[src/design/bmo_fifo.sv]
`timescale 1ns / 1ps
`default_nettype none
module bmo_fifo #(
    parameter int DATA_W = 2,
    parameter int DEPTH  = 2
) (
    input  wire logic              i_clk,
    input  wire logic              i_rst_n,
    input  wire logic              i_push,
    input  wire logic [DATA_W-1:0] i_data,
    output logic                   o_full,
    input  wire logic              i_pop,
    output logic      [DATA_W-1:0] o_data,
    output logic                   o_empty
);
    localparam int AW = (DEPTH > 1) ? $clog2(DEPTH) : 1;
    localparam int NW = $clog2(DEPTH + 1);

    logic [DATA_W-1:0] r_mem [DEPTH];
    logic [AW-1:0]     r_wr, r_rd, n_wr, n_rd;
    logic [NW-1:0]     r_cnt, n_cnt;
    logic              do_push, do_pop;

    assign o_full  = (r_cnt == NW'(DEPTH));
    assign o_empty = (r_cnt == '0);
    assign o_data  = r_mem[r_rd];
    assign do_push = i_push & ~o_full;
    assign do_pop  = i_pop & ~o_empty;

    always_comb begin
        n_wr  = r_wr;
        n_rd  = r_rd;
        n_cnt = r_cnt;
        if (do_push) begin
            n_wr = (r_wr == AW'(DEPTH - 1)) ? '0 : r_wr + AW'(1);
        end
        if (do_pop) begin
            n_rd = (r_rd == AW'(DEPTH - 1)) ? '0 : r_rd + AW'(1);
        end
        if (do_push && !do_pop) begin
            n_cnt = r_cnt + NW'(1);
        end else if (do_pop && !do_push) begin
            n_cnt = r_cnt - NW'(1);
        end
    end

    always_ff @(posedge i_clk) begin
        if (!i_rst_n) begin
            r_wr  <= '0;
            r_rd  <= '0;
            r_cnt <= '0;
        end else begin
            r_wr  <= n_wr;
            r_rd  <= n_rd;
            r_cnt <= n_cnt;
        end
    end

    always_ff @(posedge i_clk) begin
        if (do_push) begin
            r_mem[r_wr] <= i_data;
        end
    end
endmodule
`default_nettype wire

[config.mk]
export PLATFORM = sky130hd
export DESIGN_NAME = bmo_fifo
export DESIGN_NICKNAME = d
export VERILOG_FILES = /design/src/design/bmo_fifo.sv
export SDC_FILE = /design/constraint.sdc
export NUM_CORES = 1
export LEC_CHECK = 0
export BUFFER_PORTS_ARGS = -buffer_cell sky130_fd_sc_hd__buf_2
export CAP_MARGIN = 20
export CORE_AREA = 2 2 39 41
export CTS_CLUSTER_DIAMETER = 150
export DETAILED_ROUTE_END_ITERATION = 6
export DIE_AREA = 0 0 41 43
export PLACE_DENSITY_LB_ADDON = 0.1
export SETUP_SLACK_MARGIN = 0.3
export SYNTH_ARGS = -nofsm -noshare
export SYNTH_HDL_FRONTEND = slang
export SYNTH_SLANG_ARGS = --single-unit
[constraint.sdc]
create_clock -name i_clk -period 1.79 [get_ports i_clk]
set_input_delay 0.0895 -clock i_clk [delete_from_list [all_inputs] [get_ports i_clk]]
set_output_delay 0.0895 -clock i_clk [all_outputs]
set_load 0.1 [all_outputs]
== Yosys cells after proc, flatten, opt, wreduce, memory -nomap -nowiden ==
Memories as Yosys holds them, arrays and structs flattened. A register that Yosys moved wholly into a read port is not among the register bits.
Cells that the tools add are included.
Widths: inputs -> output; s select.

* Add/subtract/negate cells: 4
* Equality and inequality tests: 1
* Muxes and demuxes: 8
* Bitwise operators: 4
* Reductions and logical operators: 6

{| class="wikitable"
|+ Operators with widths
! kind !! count
|-
| $mux 1 || 6
|-
| $mux 2 || 2
|-
| $add 1x1->1 const B || 2
|-
| $add 2x1->2 const B || 1
|-
| $and 1x1->1 || 2
|-
| $eq 2x2->1 const B || 1
|-
| $logic_and 1x1->1 || 2
|-
| $logic_not 1->1 || 2
|-
| $logic_not 2->1 || 1
|-
| $not 1->1 || 2
|-
| $reduce_bool 2->1 || 1
|-
| $sub 2x1->2 const B || 1
|}

* Flip-flop bits (word level): 4
* RAM bits: 4
* Bits of input ports: 6
* Output and inout port bits: 4
* Logic and storage cells: 27
* Memories: 1

{| class="wikitable"
|+ Memory list
! name !! words !! bits a word !! read ports !! clocked after memory_dff !! wr ports !! line !! source
|-
| r_mem || 2 || 2 || 1 || 1 || 1 || 19 || <nowiki>logic [DATA_W-1:0] r_mem [DEPTH];</nowiki>
|}

== Logic depth before layout (Yosys ltp) ==
* Depth in word-level cells: 7
* Mapped depth: 7
* Depth with buffers taken out: 7

== Worst setup path after synthesis ==
OpenSTA, ideal clock, no wires.

* Path type: register -> register
* From: register r_cnt[0]
* To: register r_cnt[1]
* Library setup time: 0.070 ns
* Arrival time: 1.779 ns
* Data required time: 1.720 ns
* Setup slack: -0.059 ns
* Cell stages (with the launch flop): 7
* Path buffers: 0
* Clock period less this slack: 1.849 ns
* Cell sequence: dfxtp_1 > nand2b_1 > inv_2 > nor2_1 > ha_1 > or3_1 > a21boi_1

* Longest elaborated chain between the ends: 6
* Elaborated cells on any way between the ends: 15

{| class="wikitable"
|+ Ends and longest elaborated chain
! item !! line !! source
|-
| from (decl) || 21 || <nowiki>logic [NW-1:0] r_cnt, n_cnt;</nowiki>
|-
| from (signal assigned) || 55 || <nowiki>r_cnt <= n_cnt;</nowiki>
|-
| $eq 2x2->1 * || 24 || <nowiki>assign o_full = (r_cnt == NW'(DEPTH));</nowiki>
|-
| via o_full || 11 || <nowiki>output logic o_full,</nowiki>
|-
| $not 1->1 * || 27 || <nowiki>assign do_push = i_push & ~o_full;</nowiki>
|-
| $and 1x1->1 * || 27 ||
|-
| via do_push || 22 || <nowiki>logic do_push, do_pop;</nowiki>
|-
| $logic_not 1->1 || 42 || <nowiki>end else if (do_pop && !do_push) begin</nowiki>
|-
| $logic_and 1x1->1 || 42 ||
|-
| $reduce_bool 2->1 (no source line) || n/a ||
|}

Mark *: on every way through the listed nets, which the timed path passes. The rest lies on a longest branch. The select of a mux whose other input is x is not followed.
A chain may end at the register's enable or synchronous reset.

== Final worst setup path ==
* From: register r_cnt[0]
* To: register r_cnt[1]

* Longest elaborated chain between the ends: 6
* Elaborated cells on any way between the ends: 15

{| class="wikitable"
|+ Ends and longest elaborated chain
! item !! line
|-
| $eq 2x2->1 * || 24
|-
| $not 1->1 * || 27
|-
| $and 1x1->1 * || 27
|-
| via do_push || 22
|-
| $logic_not 1->1 || 42
|-
| $logic_and 1x1->1 || 42
|-
| $reduce_bool 2->1 (no source line) || n/a
|}

Marked as above.

==> summary.md <==
| Metric | Value |
|---|---|
| Outcome | finished, final reports clean |
| Fraction of layout cells with a size suffix above 1 | 52.1% |
| Syn avg cell area | 12.1 µm² |
| Filler cells | 146 |
| Register cell area after layout | 225 µm² |
| Most frequent cells in the layout | 9 x buf_2, 4 x edfxtp_1, 4 x buf_4 |
| Chip width | 41 µm |
| Post-layout min period | 1470 ps |
| Worst skew pair latency | 250 ps |
| Area occupied by multi-input gates | 161 µm² |
| Most common cell after layout, fill and taps aside | buf_2 |
| Diode count | 0 |
| #FFs+latches synth | 9 |
| Slew Viols, Final | 0 |
| Seq/Total Area, Yosys | 58.5% |
| Fin. Hold Viols | 0 |
| Mapped Cells | 31 |
| Placeable core region | 1380 µm² |
| Crit path DAT | 1650 ps |
| Yosys top cell area share | 31.9% |
| Vias post-DR | 272 |
| Worst Tran Pin Value | 484 ps |
| Hold Buf Count CTS | 0 |
| CP max FO | 4 |
| CTS tree | built |
| Root Buffer | clkbuf_4 |
| Placed cells | 56 |
| Maxcap violations | 0 |
| Die Span Y | 43 µm |
| CP cell instances | nand2b_4, inv_8, nor2_2, ha_1, xor2_1, or3_1, a21boi_1 |
| Clk slew on worst S/H paths | 60 ps |
| Global-route wire length before repair | 1.21 mm |
| Largest net degree at the start of global routing | 6 |
| # clock sinks | 9 |
| Final setup fails | 0 |
| All-Layer GR Usage | 10.2% |
| Rows | 14 |
| Fmax | 0.679 GHz |
| Avg WL per Cell | 10.7 µm |
| WP buf/inv | 1 |
| Routed Antenna Nets | 0 |
| Fin nets | 56 |
| Kind of critical path | flop to flop |
| Initial Utilization | 27.2% |
| Crit-path slowest cell | dfxtp_4 |
| Critical path startpoint category | flop |
| Num CTS Buffers | 3 |
| Port Buffers | 9 |
| Cell taking the most area after synthesis | edfxtp_1 |
| Max H-tree Level | 1 |
| RSZ-0062 raised after global routing | true |
| Via/cell ratio | 4.25 |
| CP endpoint kind | flop |
| Synth cell types | 19 |
| CP Data Required Time | 1960 ps |
| Final worst-path cycle share | 82.3% |
| Syn nets | 38 |
| Pre-antenna DRT Iters | 3 |
| Vias in the first global route | 298 |
| Post-Route WL | 685 µm |
| Clock skew | 4.84 ps |
| Die area | 1760 µm² |
| Synthesized area | 377 µm² |
| Layout Area Growth over Synthesis | 38.9% |
| Top cells by area, synth | edfxtp_1 32%, dfxtp_1 27%, mux2_2 6.0% |
| Top delay family on crit path | simple AND/OR/NAND/NOR gates |
| DRC | 0 |
| CTS Buffer Depth | 2 |
| Worst hold path type | input port to flop |
| Iteration-0 DRC count of the detailed router | 4 |
| Routability Congestion | 0.651 |
| IO Count | 10 |
| HPWL Detailed | 519 µm |
| Setup TNS | 0 ps |
| GRT overflow | 0 |
| Final Non-Filler Cells | 64 |
| Yosys Warn Count | 0 |
| Slew margin rel. | 68.0% |
| Initial antenna violation count | 0 |
| Crit-path max cell delay | 360 ps |
==> cell usage after synthesis <==
cell and instances:
inv_2 1, nor3_2 1, a21boi_0 1, o21a_1 1
mux2_2 2, xor2_1 1, dfxtp_1 5, inv_1 1
ha_1 1, a21boi_1 1, and2_1 3, xnor2_1 2
o21ai_1 1, or3_1 1, and3_1 1, nand2b_1 1
edfxtp_1 4, nor2_1 2, o21ai_0 1
==> routing by layer <==
metal	GRT usage, %	part of all wire, %	wire, µm	vias to the layer above
li1	-	-	-	140
met1	11.3	38	260	126
met2	18.1	58	396	6
met3	3.14	4.1	28	0
met4	2.00	0	0	0
met5	0	0	0	-
==> cell type report <==
cell class                      count  area share [%]
Sequential cell                     9            43.1
Multi-Input combinational cell     20            30.9
Timing Repair Buffer               13            14.4
Clock buffer                        4            5.02
Tap cell                           16            3.83
Inverter                            2            2.87
==> cell families (layout without fill, tap and decap cells) <==
group	after synthesis	count (layout)	synth area share, %
adders and majority gates	1	1	3.32
AOI/OAI and AO/OA	5	5	8.64
DFF	9	9	58.5
xor gates and xnor gates	3	3	6.98
buffers and inverters	2	19	1.99
muxes	2	2	5.98
and+or+nand+nor	9	9	14.6
==> worst paths after layout <==
path                            startpoint          end  slack [ps]  cells past startpoint
worst max-delay path              r_cnt[0]     r_cnt[1]         320                      7
worst min-delay path             i_data[0]  r_mem[1][0]          30                      1
worst max register to register    r_cnt[0]     r_cnt[1]         320                      7
worst min register to register    r_cnt[1]     r_cnt[1]         550                      2
==> repair_timing <==
item | in CTS | in global routing
setup endpoints to repair | 1 | 2
pin swaps | 3 | 1
resized for setup | 4 | 0
buffers inserted | 4 | 0
==> stage by stage <==
stage               setup slack [ps]  utilization, %  instance area (µm²)  hold slack [ps]
CTS                              309            37.8                  523             21.4
global placement                 218            33.2                  459              280
finish                           317            37.8                  523             31.1
global route                     238            37.8                  523             15.3
detailed placement               111            33.2                  459              282
floorplan                        205               -                  394              188
Power is not shown: default switching activity piles up to over one toggle a cycle in this logic, so the estimate is an artifact.
