[src/design/bmo_pkg.sv]
`timescale 1ns / 1ps
`default_nettype none
package bmo_pkg;

    localparam int MAX_WIDTH_DEF  = 1024;
    localparam int MAX_HEIGHT_DEF = 1024;
    // Wide enough for a frame dimension up to 8191.
    localparam int DIM_W          = 13;
    localparam int CFG_W          = 11;
    localparam int CFG_IDX_W      = 2;
    localparam int FIFO_DEPTH     = 2;

    localparam logic [7:0]       THRESHOLD_RST = 8'd128;
    localparam logic [CFG_W-1:0] FRAME_DIM_RST = 11'd512;

    typedef enum logic [CFG_IDX_W-1:0] {
        CFG_THRESHOLD    = 2'd0,
        CFG_MODE         = 2'd1,
        CFG_FRAME_WIDTH  = 2'd2,
        CFG_FRAME_HEIGHT = 2'd3
    } t_cfg_idx;

    localparam logic [2:0] MODE_DILATE  = 3'd0;
    localparam logic [2:0] MODE_ERODE   = 3'd1;
    localparam logic [2:0] MODE_OPEN    = 3'd2;
    localparam logic [2:0] MODE_CLOSE   = 3'd3;
    localparam logic [2:0] MODE_HITMISS = 3'd4;

    typedef enum logic [1:0] {
        OP_DILATE = 2'd0,
        OP_ERODE  = 2'd1,
        OP_CORNER = 2'd2,
        OP_PASS   = 2'd3
    } t_op;

    typedef struct packed {
        logic       cmd;
        logic [7:0] pixel_value;
    } t_in;

    typedef struct packed {
        logic foreground;
        logic end_of_frame;
    } t_res;

    typedef struct packed {
        logic             pix;
        logic [DIM_W-1:0] w;
        logic [DIM_W-1:0] h;
        logic [2:0]       mode;
    } t_entry;

    typedef struct packed {
        logic value;
        logic valid;
        logic last;
    } t_stage_out;

    function automatic logic [DIM_W-1:0] clamp_dim(input logic [CFG_W-1:0] v,
                                                   input logic [DIM_W-1:0] maxv);
        logic [DIM_W-1:0] ext;
        ext = DIM_W'(v);
        if (v == '0) begin
            return DIM_W'(1);
        end
        if (ext > maxv) begin
            return maxv;
        end
        return ext;
    endfunction

    function automatic t_op first_op(input logic [2:0] mode);
        case (mode)
            MODE_ERODE:   return OP_ERODE;
            MODE_OPEN:    return OP_ERODE;
            MODE_CLOSE:   return OP_DILATE;
            MODE_HITMISS: return OP_CORNER;
            default:      return OP_DILATE;
        endcase
    endfunction

    function automatic t_op second_op(input logic [2:0] mode);
        case (mode)
            MODE_OPEN:  return OP_DILATE;
            MODE_CLOSE: return OP_ERODE;
            default:    return OP_PASS;
        endcase
    endfunction

endpackage
`default_nettype wire

[src/design/bmo_front.sv]
`timescale 1ns / 1ps
`default_nettype none
module bmo_front #(
    parameter int MAX_WIDTH  = 1024,
    parameter int MAX_HEIGHT = 1024
) (
    input  wire logic                           i_clk,
    input  wire logic                           i_rst_n,
    input  wire logic                           i_cfg_we,
    input  wire logic [bmo_pkg::CFG_IDX_W-1:0]  i_cfg_idx,
    input  wire logic [bmo_pkg::CFG_W-1:0]      i_cfg_data,
    input  wire logic                           i_push,
    input  wire bmo_pkg::t_in                   i_item,
    input  wire logic                           i_mid_full,
    output logic                                o_mid_push,
    output bmo_pkg::t_entry                     o_entry
);
    import bmo_pkg::*;

    localparam int CW  = $clog2(MAX_WIDTH);
    localparam int RW  = $clog2(MAX_HEIGHT);
    localparam int DCW = $clog2(4 * MAX_WIDTH + 4);

    logic [7:0]       r_thr;
    logic [2:0]       r_mode;
    logic [CFG_W-1:0] r_fw, r_fh;

    logic             r_fresh, n_fresh;
    logic             r_drain, n_drain;
    logic [CW-1:0]    r_col, n_col;
    logic [RW-1:0]    r_row, n_row;
    logic [DCW-1:0]   r_dcnt, n_dcnt;
    logic [DIM_W-1:0] r_lw, r_lh, e_w, e_h;
    logic [2:0]       r_lmode, e_mode;
    logic             accept, ignore, last_col, last_row, drain_last;

    always_ff @(posedge i_clk) begin
        if (!i_rst_n) begin
            r_thr  <= THRESHOLD_RST;
            r_mode <= MODE_DILATE;
            r_fw   <= FRAME_DIM_RST;
            r_fh   <= FRAME_DIM_RST;
        end else if (i_cfg_we) begin
            case (t_cfg_idx'(i_cfg_idx))
                CFG_THRESHOLD:    r_thr  <= i_cfg_data[7:0];
                CFG_MODE:         r_mode <= i_cfg_data[2:0];
                CFG_FRAME_WIDTH:  r_fw   <= i_cfg_data;
                CFG_FRAME_HEIGHT: r_fh   <= i_cfg_data;
                default: ;
            endcase
        end
    end

    always_comb begin
        e_w    = r_fresh ? clamp_dim(r_fw, DIM_W'(MAX_WIDTH)) : r_lw;
        e_h    = r_fresh ? clamp_dim(r_fh, DIM_W'(MAX_HEIGHT)) : r_lh;
        e_mode = r_fresh ? r_mode : r_lmode;

        accept     = i_push & ~i_mid_full;
        // A flush that arrives before the frame's last pixel is dropped.
        ignore     = ~r_drain & i_item.cmd;
        o_mid_push = accept & ~ignore;

        o_entry.pix  = ~r_drain & (i_item.pixel_value >= r_thr);
        o_entry.w    = e_w;
        o_entry.h    = e_h;
        o_entry.mode = e_mode;

        last_col   = (r_col == CW'(e_w - DIM_W'(1)));
        last_row   = (r_row == RW'(e_h - DIM_W'(1)));
        drain_last = (r_dcnt == ((DCW'(e_w) << 2) + DCW'(3)));

        n_fresh = r_fresh;
        n_drain = r_drain;
        n_col   = r_col;
        n_row   = r_row;
        n_dcnt  = r_dcnt;
        if (o_mid_push) begin
            n_fresh = 1'b0;
            if (!r_drain) begin
                n_col = last_col ? '0 : r_col + CW'(1);
                if (last_col) begin
                    n_row = r_row + RW'(1);
                end
                if (last_col && last_row) begin
                    n_drain = 1'b1;
                    n_dcnt  = '0;
                end
            end else if (drain_last) begin
                n_drain = 1'b0;
                n_fresh = 1'b1;
                n_col   = '0;
                n_row   = '0;
            end else begin
                n_dcnt = r_dcnt + DCW'(1);
            end
        end
    end

    always_ff @(posedge i_clk) begin
        if (!i_rst_n) begin
            r_fresh <= 1'b1;
            r_drain <= 1'b0;
            r_col   <= '0;
            r_row   <= '0;
            r_dcnt  <= '0;
        end else begin
            r_fresh <= n_fresh;
            r_drain <= n_drain;
            r_col   <= n_col;
            r_row   <= n_row;
            r_dcnt  <= n_dcnt;
        end
    end

    always_ff @(posedge i_clk) begin
        if (o_mid_push) begin
            r_lw    <= e_w;
            r_lh    <= e_h;
            r_lmode <= e_mode;
        end
    end
endmodule
`default_nettype wire

[config.mk]
export PLATFORM = sky130hd
export DESIGN_NAME = bmo_front
export DESIGN_NICKNAME = d
export VERILOG_FILES = /design/src/design/bmo_pkg.sv /design/src/design/bmo_front.sv
export SDC_FILE = /design/constraint.sdc
export NUM_CORES = 1
export LEC_CHECK = 0
export BUFFER_PORTS_ARGS = -buffer_cell sky130_fd_sc_hd__buf_2
export CORE_MARGIN = 2
export CORE_UTILIZATION = 60
export DETAILED_ROUTE_END_ITERATION = 8
export GPL_TIMING_DRIVEN = 0
export PLACE_DENSITY = 0.81
export SETUP_SLACK_MARGIN = 0.05
export SLEW_MARGIN = 20
export SYNTH_ARGS = -nofsm -noshare
export SYNTH_HDL_FRONTEND = slang
export SYNTH_SLANG_ARGS = --single-unit
[constraint.sdc]
create_clock -name i_clk -period 5.97 [get_ports i_clk]
set_clock_uncertainty 0.15 [all_clocks]
set_input_delay 0.2985 -clock i_clk [delete_from_list [all_inputs] [get_ports i_clk]]
set_output_delay 0.2985 -clock i_clk [all_outputs]
set_load 0.05 [all_outputs]
---- Word-level counts from Yosys, hierarchy flattened ----
Cells that the tools add are included.
cells by class
  reductions and logical operators ........ 13
  multiplexer cells ....................... 30
  add/sub/neg operators ................... 6
  $lt $le $gt $ge ......................... 3
  equal/unequal tests ..................... 8
  bitwise operators ....................... 7
operators with widths
  cell                                                                     count
  13-bit two-way mux                                                       13
  10-bit two-way mux                                                       5
  11-bit greater-than comparator, second input constant                    2
  11-bit zero test                                                         2
  10-bit by 1-bit adder with 10-bit output, second input constant          2
  10-bit equality test                                                     2
  10-bit by 1-bit subtractor with 10-bit output, second input constant     2
  13-bit by 1-bit adder with 13-bit output, second input constant          1
  13-bit by 2-bit adder with 13-bit output, second input constant          1
  13-bit equality test                                                     1
  1-bit two-way mux                                                        11
  2-bit AND reduction                                                      5
  8-bit greater-or-equal comparator                                        1
  3-bit AND reduction                                                      2
  1-bit AND                                                                4
  2-bit equality test, second input constant                               2
  2-bit nonzero test                                                       2
  3-bit two-way mux                                                        1
  1-bit NOT                                                                3
  2-bit by 1-bit equality test with 1-bit output, second input constant    1
  2-bit zero test                                                          1
  2-bit by 1-bit inequality test with 1-bit output, second input constant  1
  2-bit inequality test, second input constant                             1
  1-bit logical AND                                                        1
storage, ports and cells
  output and inout bits ................... 31
  input bits .............................. 27
  register bits ........................... 97
  word-level logic and storage cells ...... 79

---- Logic depth before layout (Yosys ltp) ----
Gate-level depths: netlist of run 1.
  depth in word-level cells ............... 11
  gate-level depth with buffers ........... 16

---- Worst setup path before layout of run 1 ----
Ideal clock, no wire load.
  path type ............................... flip-flop to flip-flop
  start point ............................. register r_fresh
  end point ............................... register r_dcnt[12]
  cell stages (with the launch flop) ...... 12
  library setup time ...................... 72 ps
  data arrival time ....................... 3,089 ps
  slack ................................... 2,659 ps
  cells stage by stage .................... dfxtp_1 -> buf_4 -> buf_6 -> buf_2 -> o21ai_1 -> xnor2_1 -> xnor2_1 -> o2111ai_1 -> a311oi_2 -> a21oi_2 -> or4_1 -> a21oi_1
RTL lines
  what                      RTL line          text
  start: declaration        bmo_front.sv:28   logic r_fresh, n_fresh;
  start signal: assignment  bmo_front.sv:108  r_fresh <= n_fresh;
  end signal: assignment    bmo_front.sv:112  r_dcnt <= n_dcnt;
  end: declaration          bmo_front.sv:32   logic [DCW-1:0] r_dcnt, n_dcnt;

---- Worst setup path after layout of run 1 ----
  start point ............................. register r_fw[10]
  end point ............................... register r_col[1]
between the ends
  word-level cells in the longest chain between the ends .. 10
ends and longest elaborated chain
  what                                                                                                              RTL line                          text
  start: declaration                                                                                                bmo_front.sv:26                   logic [CFG_W-1:0] r_fw, r_fh;
  start signal: assignment                                                                                          bmo_front.sv:47                   CFG_FRAME_WIDTH: r_fw <= i_cfg_data;
  11-bit greater-than comparator                                                                                    bmo_pkg.sv:66                     if (ext > maxv) begin
  1-bit two-way mux (2 in a row)                                                                                    bmo_pkg.sv:66
  13-bit two-way mux                                                                                                bmo_pkg.sv:69                     return ext;
  13-bit two-way mux (*)                                                                                            bmo_pkg.sv:66
  13-bit two-way mux (*)                                                                                            bmo_front.sv:55                   e_w = r_fresh ? clamp_dim(r_fw, DIM_W'(MAX_WIDTH)) : r_lw;
  13-bit by 2-bit adder with 13-bit output / 10-bit by 1-bit subtractor with 10-bit output (equally long branches)  bmo_front.sv:71, bmo_front.sv:69
  13-bit equality test / 10-bit equality test (equally long branches)                                               bmo_front.sv:71, bmo_front.sv:69
  2-bit by 1-bit inequality test with 1-bit output (no source line) / 10-bit two-way mux (equally long branches)    --
  2-bit AND reduction (no source line) / 10-bit two-way mux (equally long branches)                                 --
  end signal: assignment                                                                                            bmo_front.sv:110                  r_col <= n_col;
  end: declaration                                                                                                  bmo_front.sv:30                   logic [CW-1:0] r_col, n_col;
Every way passes the cells marked *; elsewhere a longest branch is shown, timed or not. The select of a mux whose other input is x is not followed.
A chain may end at the register's enable or synchronous reset.

==> impl_results.md, run 1 <==
- Crit path max-delay family: buffers and inverters
- Slew @ Worst Pin: 0.755 ns
- Average wire per standard cell: 17.5 µm
- Status: finished clean
- Crit-path max FO: 10
- Rows: 34
- DRT Wirelength: 13900 µm
- Slew HR: 49.6%
- Cell depth of the worst flop-to-flop path: 15
- Setup Viol. Count Final: 0
- Commonest non-fill, non-tap cell in the layout: dfxtp_1
- Power per cell area: 232 nW/µm²
- Final hold vios: 0
- Number of synthesized register bits: 97
- Worst R2R Setup Slack: 1.93 ns
- Main synth FF type: dfxtp_1
- Clock network fraction of total power: 31.4%
- Post-synth ARST share: 0%
- Max-cap violation count: 0
- Leakage: 2.31 nW
- Core area: 8680 µm²
- Layout cells sized above 1: 16.8%
- Peak VDD IR: 0.173 mV
- Internal: 0.946 mW
- Hold Crit Class: in2reg
- Crit path launch: r_fw[10]
- Slew Limit Fails: 0
- CTS max path bufs: 2
- Initial antenna violation count: 0
- Synth unique cells: 72
- CP Launch Type: register
- Mapped Cells: 608
- DR vias/cell: 6.14
- Fin crit period: 4.04 ns
- Vias in the first global route: 4885
- Reg clk slew, reported paths: 0.11 ns
- Crit-path cells: buf_4, nor2b_2, a22oi_1, and2_1, clkbuf_1, ha_1, inv_1, nor4_1, xnor2_1, o221ai_1, o311ai_1, buf_2, inv_1, a22oi_1, nor2_1
- Non-Filler Instances: 792
- Overall routing resource usage: 29.6%
- Fin crit share: 67.6%
- H-Tree Depth: 3
- Antenna viol nets, final: 0
- Clock root cell: clkbuf_8
- Worst Setup EP: r_col[1]
- Most frequent cells in the layout: 68 x dfxtp_1, 66 x nand2_1, 65 x buf_2
- Comb pwr share: 17.9%
- Fill cells: 688
- CP max stage cell: o311ai_1
- Clk_lat worst skew: 0.38 ns
- Largest net degree at the start of global routing: 34
- Sw frac: 32.1%
- Seq pwr share: 50.7%
- Starting DRT DRC Count: 311
- FMAX: 248 MHz
- Syn_nets: 648
- Die X-Extent: 98.4 µm
- IO Count: 58
- Die area: 9690 µm²
- Final Wtd Congestion: 0.909
- CTS Sinks: 97
- Resized cells post-CTS: 0
- Crit. End Element: register
- Critical path buffers and inverters: 5
- R2r endpoint: r_col[1]
- Worst hold slack: 0.0119 ns
- Post-synth EDFFs: 29
- Cell Area, Synth: 5350 µm²
- Critical R2R Launch: r_fw[10]
- Crit Path Category: reg2reg
- Setup_tns: 0 ns
- Detail Placement HPWL: 10200 µm
- Clock tree from TritonCTS: yes
- CP required: 6.08 ns
- Nets: 719
- CP arrival: 4.15 ns
- RSZ-0062 raised after global routing: false
- Post-CTS Setup Bufs: 0
- Initial DRT Pass Iterations: 5
- Yosys warns: 0
- Placed instance count: 773
- DRC viols: 0
- IO buf count: 57
- P&R area growth vs syn: 12.3%
- Switch Pwr: 0.447 mW
- Die Ht: 98.4 µm
- N_diodes: 0
- Max stage delay on crit path: 0.56 ns
- First-pass GRT wire length: 23200 µm
- Starting Density: 61.7%
- Vias: 4864
- Syn Area/Cell: 8.80 µm²
- Clock buffers created by TritonCTS: 9
- Sequential share of the synthesized area: 41.7%
- Instance count on the critical path: 15
- Gr ovfl total: 0
## logic make-up after synthesis
logic type | after synthesis | share of synthesized area (%)
buffers and inverters | 61 | 4.89
AOI/OAI and AO/OA | 139 | 17.3
muxes | 11 | 2.20
and+or+nand+nor | 249 | 24.4
xor gates and xnor gates | 38 | 6.50
DFF | 97 | 41.7
adders and majority gates | 13 | 3.04
## state kept, by name, summed over array words and instances (netlist names), 3 cells and up
register / cells
r_dcnt: 13
r_lh: 13
r_lw: 13
r_fh: 11
r_fw: 11
r_col: 10
r_row: 10
r_thr: 8
r_lmode: 3
r_mode: 3
## power groups by stage
stage	logic (mW)	clock network, mW	registers [mW]
2_1_floorplan	0.182	0	0.716
3_3_place_gp	0.236	0	0.720
3_5_place_dp	0.243	0	0.721
4_1_cts	0.247	0.439	0.706
5_1_grt	0.270	0.470	0.708
6_report	0.250	0.438	0.706
## how the worst min path moves through the flow
stage	cells past startpoint	start	slack, ns	end
after floorplan	1	i_rst_n	0.22	r_fh[9]
after global routing	3	i_cfg_data[10]	0.01	r_fw[10]
after detailed placement	2	r_fh[0]	0.32	r_fh[0]
after global placement	2	r_dcnt[1]	0.31	r_dcnt[1]
final	3	i_cfg_data[10]	0.01	r_fw[10]
after CTS	3	i_cfg_data[10]	0.01	r_fw[10]
## through the flow
stage,power (mW),setup slack (ns),utilization (%),area (µm²)
after floorplan,0.899,2.66,-,5350
after global placement,0.956,2.14,66.5,5770
after detailed placement,0.964,2.04,66.5,5770
after CTS,1.39,1.98,69.2,6010
after global routing,1.45,1.59,69.2,6010
final,1.39,1.93,69.2,6010
## worst reg2reg max path, delay by kind of cell, from the launching register on
family,cells,cell delay [ns]
XOR/XNOR,1,0.16
AO/OA/AOI/OAI,4,1.09
buffers and inverters,5,1.17
adder cells (fa/ha/maj),1,0.29
AND/OR/NAND/NOR,4,0.64
flip-flops,1,0.40
## cell type report
type	count	area, µm²	area share, %
inverters	34	128	2.12
repair buffers	60	315	5.25
flip-flops and latches	97	2230	37.2
clock buffers	9	124	2.06
well taps	108	135	2.25
multi-input cells	450	2860	47.6
plain buffers	27	134	2.23
clock inverters	7	81.3	1.35
## synthesized netlist by cell type, types with 5 or more instances
cell | instances | area (µm²)
nand2_1 | 66 | 248
nand3b_1 | 8 | 60.1
nand3_1 | 17 | 85.1
ha_1 | 13 | 163
a21oi_1 | 57 | 285
o21ai_0 | 16 | 80.1
a21o_1 | 9 | 67.6
clkbuf_1 | 13 | 48.8
nor2_1 | 64 | 240
and2_1 | 6 | 37.5
nor4_1 | 8 | 50.1
or3_1 | 11 | 68.8
xnor2_1 | 31 | 272
nand2b_1 | 6 | 37.5
a22oi_1 | 7 | 52.6
edfxtp_1 | 29 | 871
nor2b_1 | 8 | 50.1
inv_1 | 32 | 120
a22o_1 | 6 | 52.6
dfxtp_1 | 68 | 1360
nand4_1 | 7 | 43.8
mux2_2 | 5 | 56.3
buf_2 | 8 | 40.0
and3_1 | 12 | 75.1
nor3b_1 | 5 | 37.5
mux2i_1 | 5 | 50.1
xor2_1 | 6 | 52.6
nor3_1 | 6 | 30.0
## routing by layer
| layer | vias up | GRT usage (%) | routed length (µm) |
|---|---|---|---|
| met4 | 0 | 13.6 | 502 |
| li1 | 2303 | - | - |
| met2 | 205 | 49.6 | 6710 |
| met3 | 45 | 5.60 | 896 |
| met1 | 2311 | 37.2 | 5770 |
| met5 | - | 0 | 0 |
## repair_timing
action	in CTS	in global routing
hold buffers	3	0
setup endpoints to repair	0	0
endpoints found under the hold margin	3	0
(Power assumes the default switching activity.)
==> inputs of run 2 (changes only) <==
ABC_AREA = 1   (was default)
CORE_UTILIZATION = 54   (was 60)
PLACE_DENSITY = 0.77   (was 0.81)
clock period = 3.2 ns   (was 5.97 ns; I/O delays follow)
==> run 2 against run 1 <==
Total power grew 97%. Utilization shrank 5.3 points. Clock-buffer cell count unchanged. Register-to-register slack worse by 1.7 ns. Combinational power rose to 2.6 times the previous value. Clock power up 78%. Sequential power grew 87%. First-iteration DRC count up 4.5%. Hold slack better by 0.030 ns. Cell area increased by 15%. Largest cell class unchanged. Critical path type unchanged. Area after synthesis grew 12%. Global-route usage decreased by 3.2 points.
==> impl_results.md, run 2 <==
- Most frequent cells in the layout: 178 x nand2_1, 103 x inv_1, 93 x nor2_1
- CP arrival: 3.11 ns
- Post-synth top area cell: dfxtp_1
- Main synth FF type: dfxtp_1
- Average wire per standard cell: 14.0 µm
- DRC viols: 0
- Sequential share of the synthesized area: 37.4%
- CTS Sinks: 97
- Die area: 11900 µm²
- Overall routing resource usage: 26.4%
- Crit-path max FO: 10
- Clock buffers created by TritonCTS: 9
- Clk_lat worst skew: 0.38 ns
- N_diodes: 0
- Core area: 10800 µm²
- DRT Wirelength: 14900 µm
- Gr ovfl total: 0
- Slew Limit Fails: 0
- Cell area after layout: 6920 µm²
- Worst R2R Setup Slack: 0.21 ns
- Critical R2R Launch: r_fresh
- Cell Area, Synth: 5980 µm²
- R2r endpoint: r_dcnt[8]
- Yosys top cell area share: 22.8%
- Layout cells sized above 1: 20.7%
- Detail Placement HPWL: 10800 µm
- Mapped Cells: 825
- Top flop regs: r_dcnt x13, r_lh x13, r_lw x13
- IO buf count: 57
- Hold Crit Class: in2reg
- Synth top area cells: dfxtp_1 23%, edfxtp_1 15%, nand2_1 12%
- Final Wtd Congestion: 0.952
- First-pass GRT wire length: 24400 µm
- H-Tree Depth: 3
- Fin crit period: 2.99 ns
- Synth unique cells: 42
- Initial DRT Pass Iterations: 5
- Peak VDD IR: 0.249 mV
- CTS max path bufs: 2
- Leakage: 2.99 nW
- Non-Filler Instances: 1058
- Starting DRT DRC Count: 325
- Placed instance count: 1022
- Post-synth EDFFs: 29
- Top cells by count, synth: 188 x nand2_1, 104 x inv_1, 98 x nor2_1, 68 x dfxtp_1, 64 x nand3_1
- Fill cells: 963
- Final hold vios: 0
- Number of synthesized register bits: 97
- DR vias/cell: 5.26
- Crit path launch: r_fresh
- Fin crit share: 93.5%
- Starting Density: 55.1%
- Vias: 5567
- Slew @ Worst Pin: 0.831 ns
- Largest net degree at the start of global routing: 40
- Die X-Extent: 109 µm
- FMAX: 334 MHz
- Yosys warns: 0
- Setup Viol. Count Final: 0
- P&R area growth vs syn: 15.9%
- Clock root cell: clkbuf_8
- Power per cell area: 396 nW/µm²
- Antenna viol nets, final: 0
- IO Count: 58
- Die Ht: 109 µm
- Max-cap violation count: 0
- Crit. End Element: register
- Initial antenna violation count: 0
- Nets: 953
- CP Launch Type: register
- CP required: 3.32 ns
- Placed Area: 6440 µm²
- RSZ-0062 raised after global routing: true
- Rows: 38
- Crit Path Category: reg2reg
- Clock tree from TritonCTS: yes
- Syn_nets: 865
- Reg clk slew, reported paths: 0.11 ns
- Commonest non-fill, non-tap cell in the layout: nand2_1
- Vias in the first global route: 5144
- Syn Area/Cell: 7.24 µm²
- Status: finished clean
- Worst Setup EP: r_dcnt[8]
- Slew HR: 44.2%
- Cell depth of the worst flop-to-flop path: 20
- Most numerous cell in the Yosys netlist: nand2_1
- Post-synth ARST share: 0%
-- run 2: cell types whose count changed after synthesis, sizes merged, moves of 11 or more --
| cell | change |
|---|---|
| nand2 | +137 |
| inv | +77 |
| nand3 | +60 |
| nor2 | +44 |
| xnor2 | -28 |
| o21ai | +27 |
| xor2 | +26 |
| and3 | -12 |
| or3 | -11 |
-- run 2: power by group --
| part | leakage [nW] | internal (mW) | switching (mW) |
|---|---|---|---|
| Combinational | 2.08 | 0.198 | 0.440 |
| Clock | 0.0901 | 0.298 | 0.481 |
| Sequential | 0.826 | 1.30 | 0.0187 |
-- run 2: final cells by class --
class	count	area [µm²]	share of cell area, %
buffer	23	168	2.42
clock buffer	9	124	1.79
clock inverter	7	60.1	0.867
inverter	112	420	6.07
multi-input combinational	593	3250	47.0
sequential	97	2240	32.3
tap	140	175	2.53
timing repair buffer	77	488	7.05
-- run 2: what timing repair did --
action	CTS	global route
gates resized for setup	0	33
buffers inserted	0	5
hold buffers	14	0
hold endpoints to repair	29	0
endpoints found under the setup margin	0	30
-- run 2: how the worst min path moves through the flow --
stage | startpoint | to | slack, ns | depth (start not counted)
after floorplan | i_cfg_data[9] | r_fh[9] | 0.14 | 2
after global routing | i_cfg_idx[1] | r_mode[0] | 0.05 | 4
after global placement | i_cfg_data[9] | r_fh[9] | 0.26 | 3
after CTS | i_cfg_idx[1] | r_mode[0] | 0.02 | 4
after detailed placement | i_cfg_data[9] | r_fh[9] | 0.26 | 3
final | i_cfg_idx[1] | r_mode[0] | 0.04 | 4
-- run 2: cell families (layout without fill, tap and decap cells) --
| kind of cell | after synthesis | after routing | share of synthesized area (%) |
|---|---|---|---|
| and+or+nand+nor | 426 | 426 | 32.5 |
| buffers and inverters | 135 | 228 | 9.74 |
| AOI/OAI and AO/OA | 119 | 119 | 12.5 |
| DFF | 97 | 97 | 37.4 |
| xor gates and xnor gates | 35 | 35 | 5.13 |
| adders and majority gates | 13 | 13 | 2.72 |
-- run 2: worst max-delay path, cell delays in order (launching register included) --
cell	delay (ns)
dfxtp_1	0.32
buf_6	0.13
buf_6	0.15
nand2_1	0.06
inv_1	0.06
a21boi_4	0.24
ha_1	0.23
nand3_1	0.15
nor2_2	0.23
nor2_1	0.08
nor2_1	0.09
nand2_1	0.06
nor2_2	0.09
nand3_2	0.14
nor2_4	0.12
nand2_2	0.08
nand2_4	0.12
nand2_4	0.09
buf_8	0.15
nand2_1	0.07
a21oi_2	0.05
-- run 2: per-stage QoR --
stage	total power, mW	TNS [ns]	setup WS [ns]	util (%)	hold WS (ns)
floorplan	1.80	0	0.114	-	0.136
global placement	1.94	0	0.152	59.4	0.262
detailed placement	1.95	0	0.136	59.4	0.262
CTS	2.73	0	0.116	62.4	0.0240
global route	2.88	-0.136	-0.0212	63.9	0.0452
finish	2.74	0	0.206	63.9	0.0416
-- run 2: routing by layer --
| metal | GRT usage [%] | vias to the layer above | share of wire (%) |
|---|---|---|---|
| met5 | 0 | - | 0 |
| met4 | 8.14 | 0 | 1.8 |
| met3 | 3.89 | 26 | 5.5 |
| met2 | 44.6 | 151 | 47 |
| met1 | 34.8 | 2553 | 46 |
| li1 | - | 2837 | - |
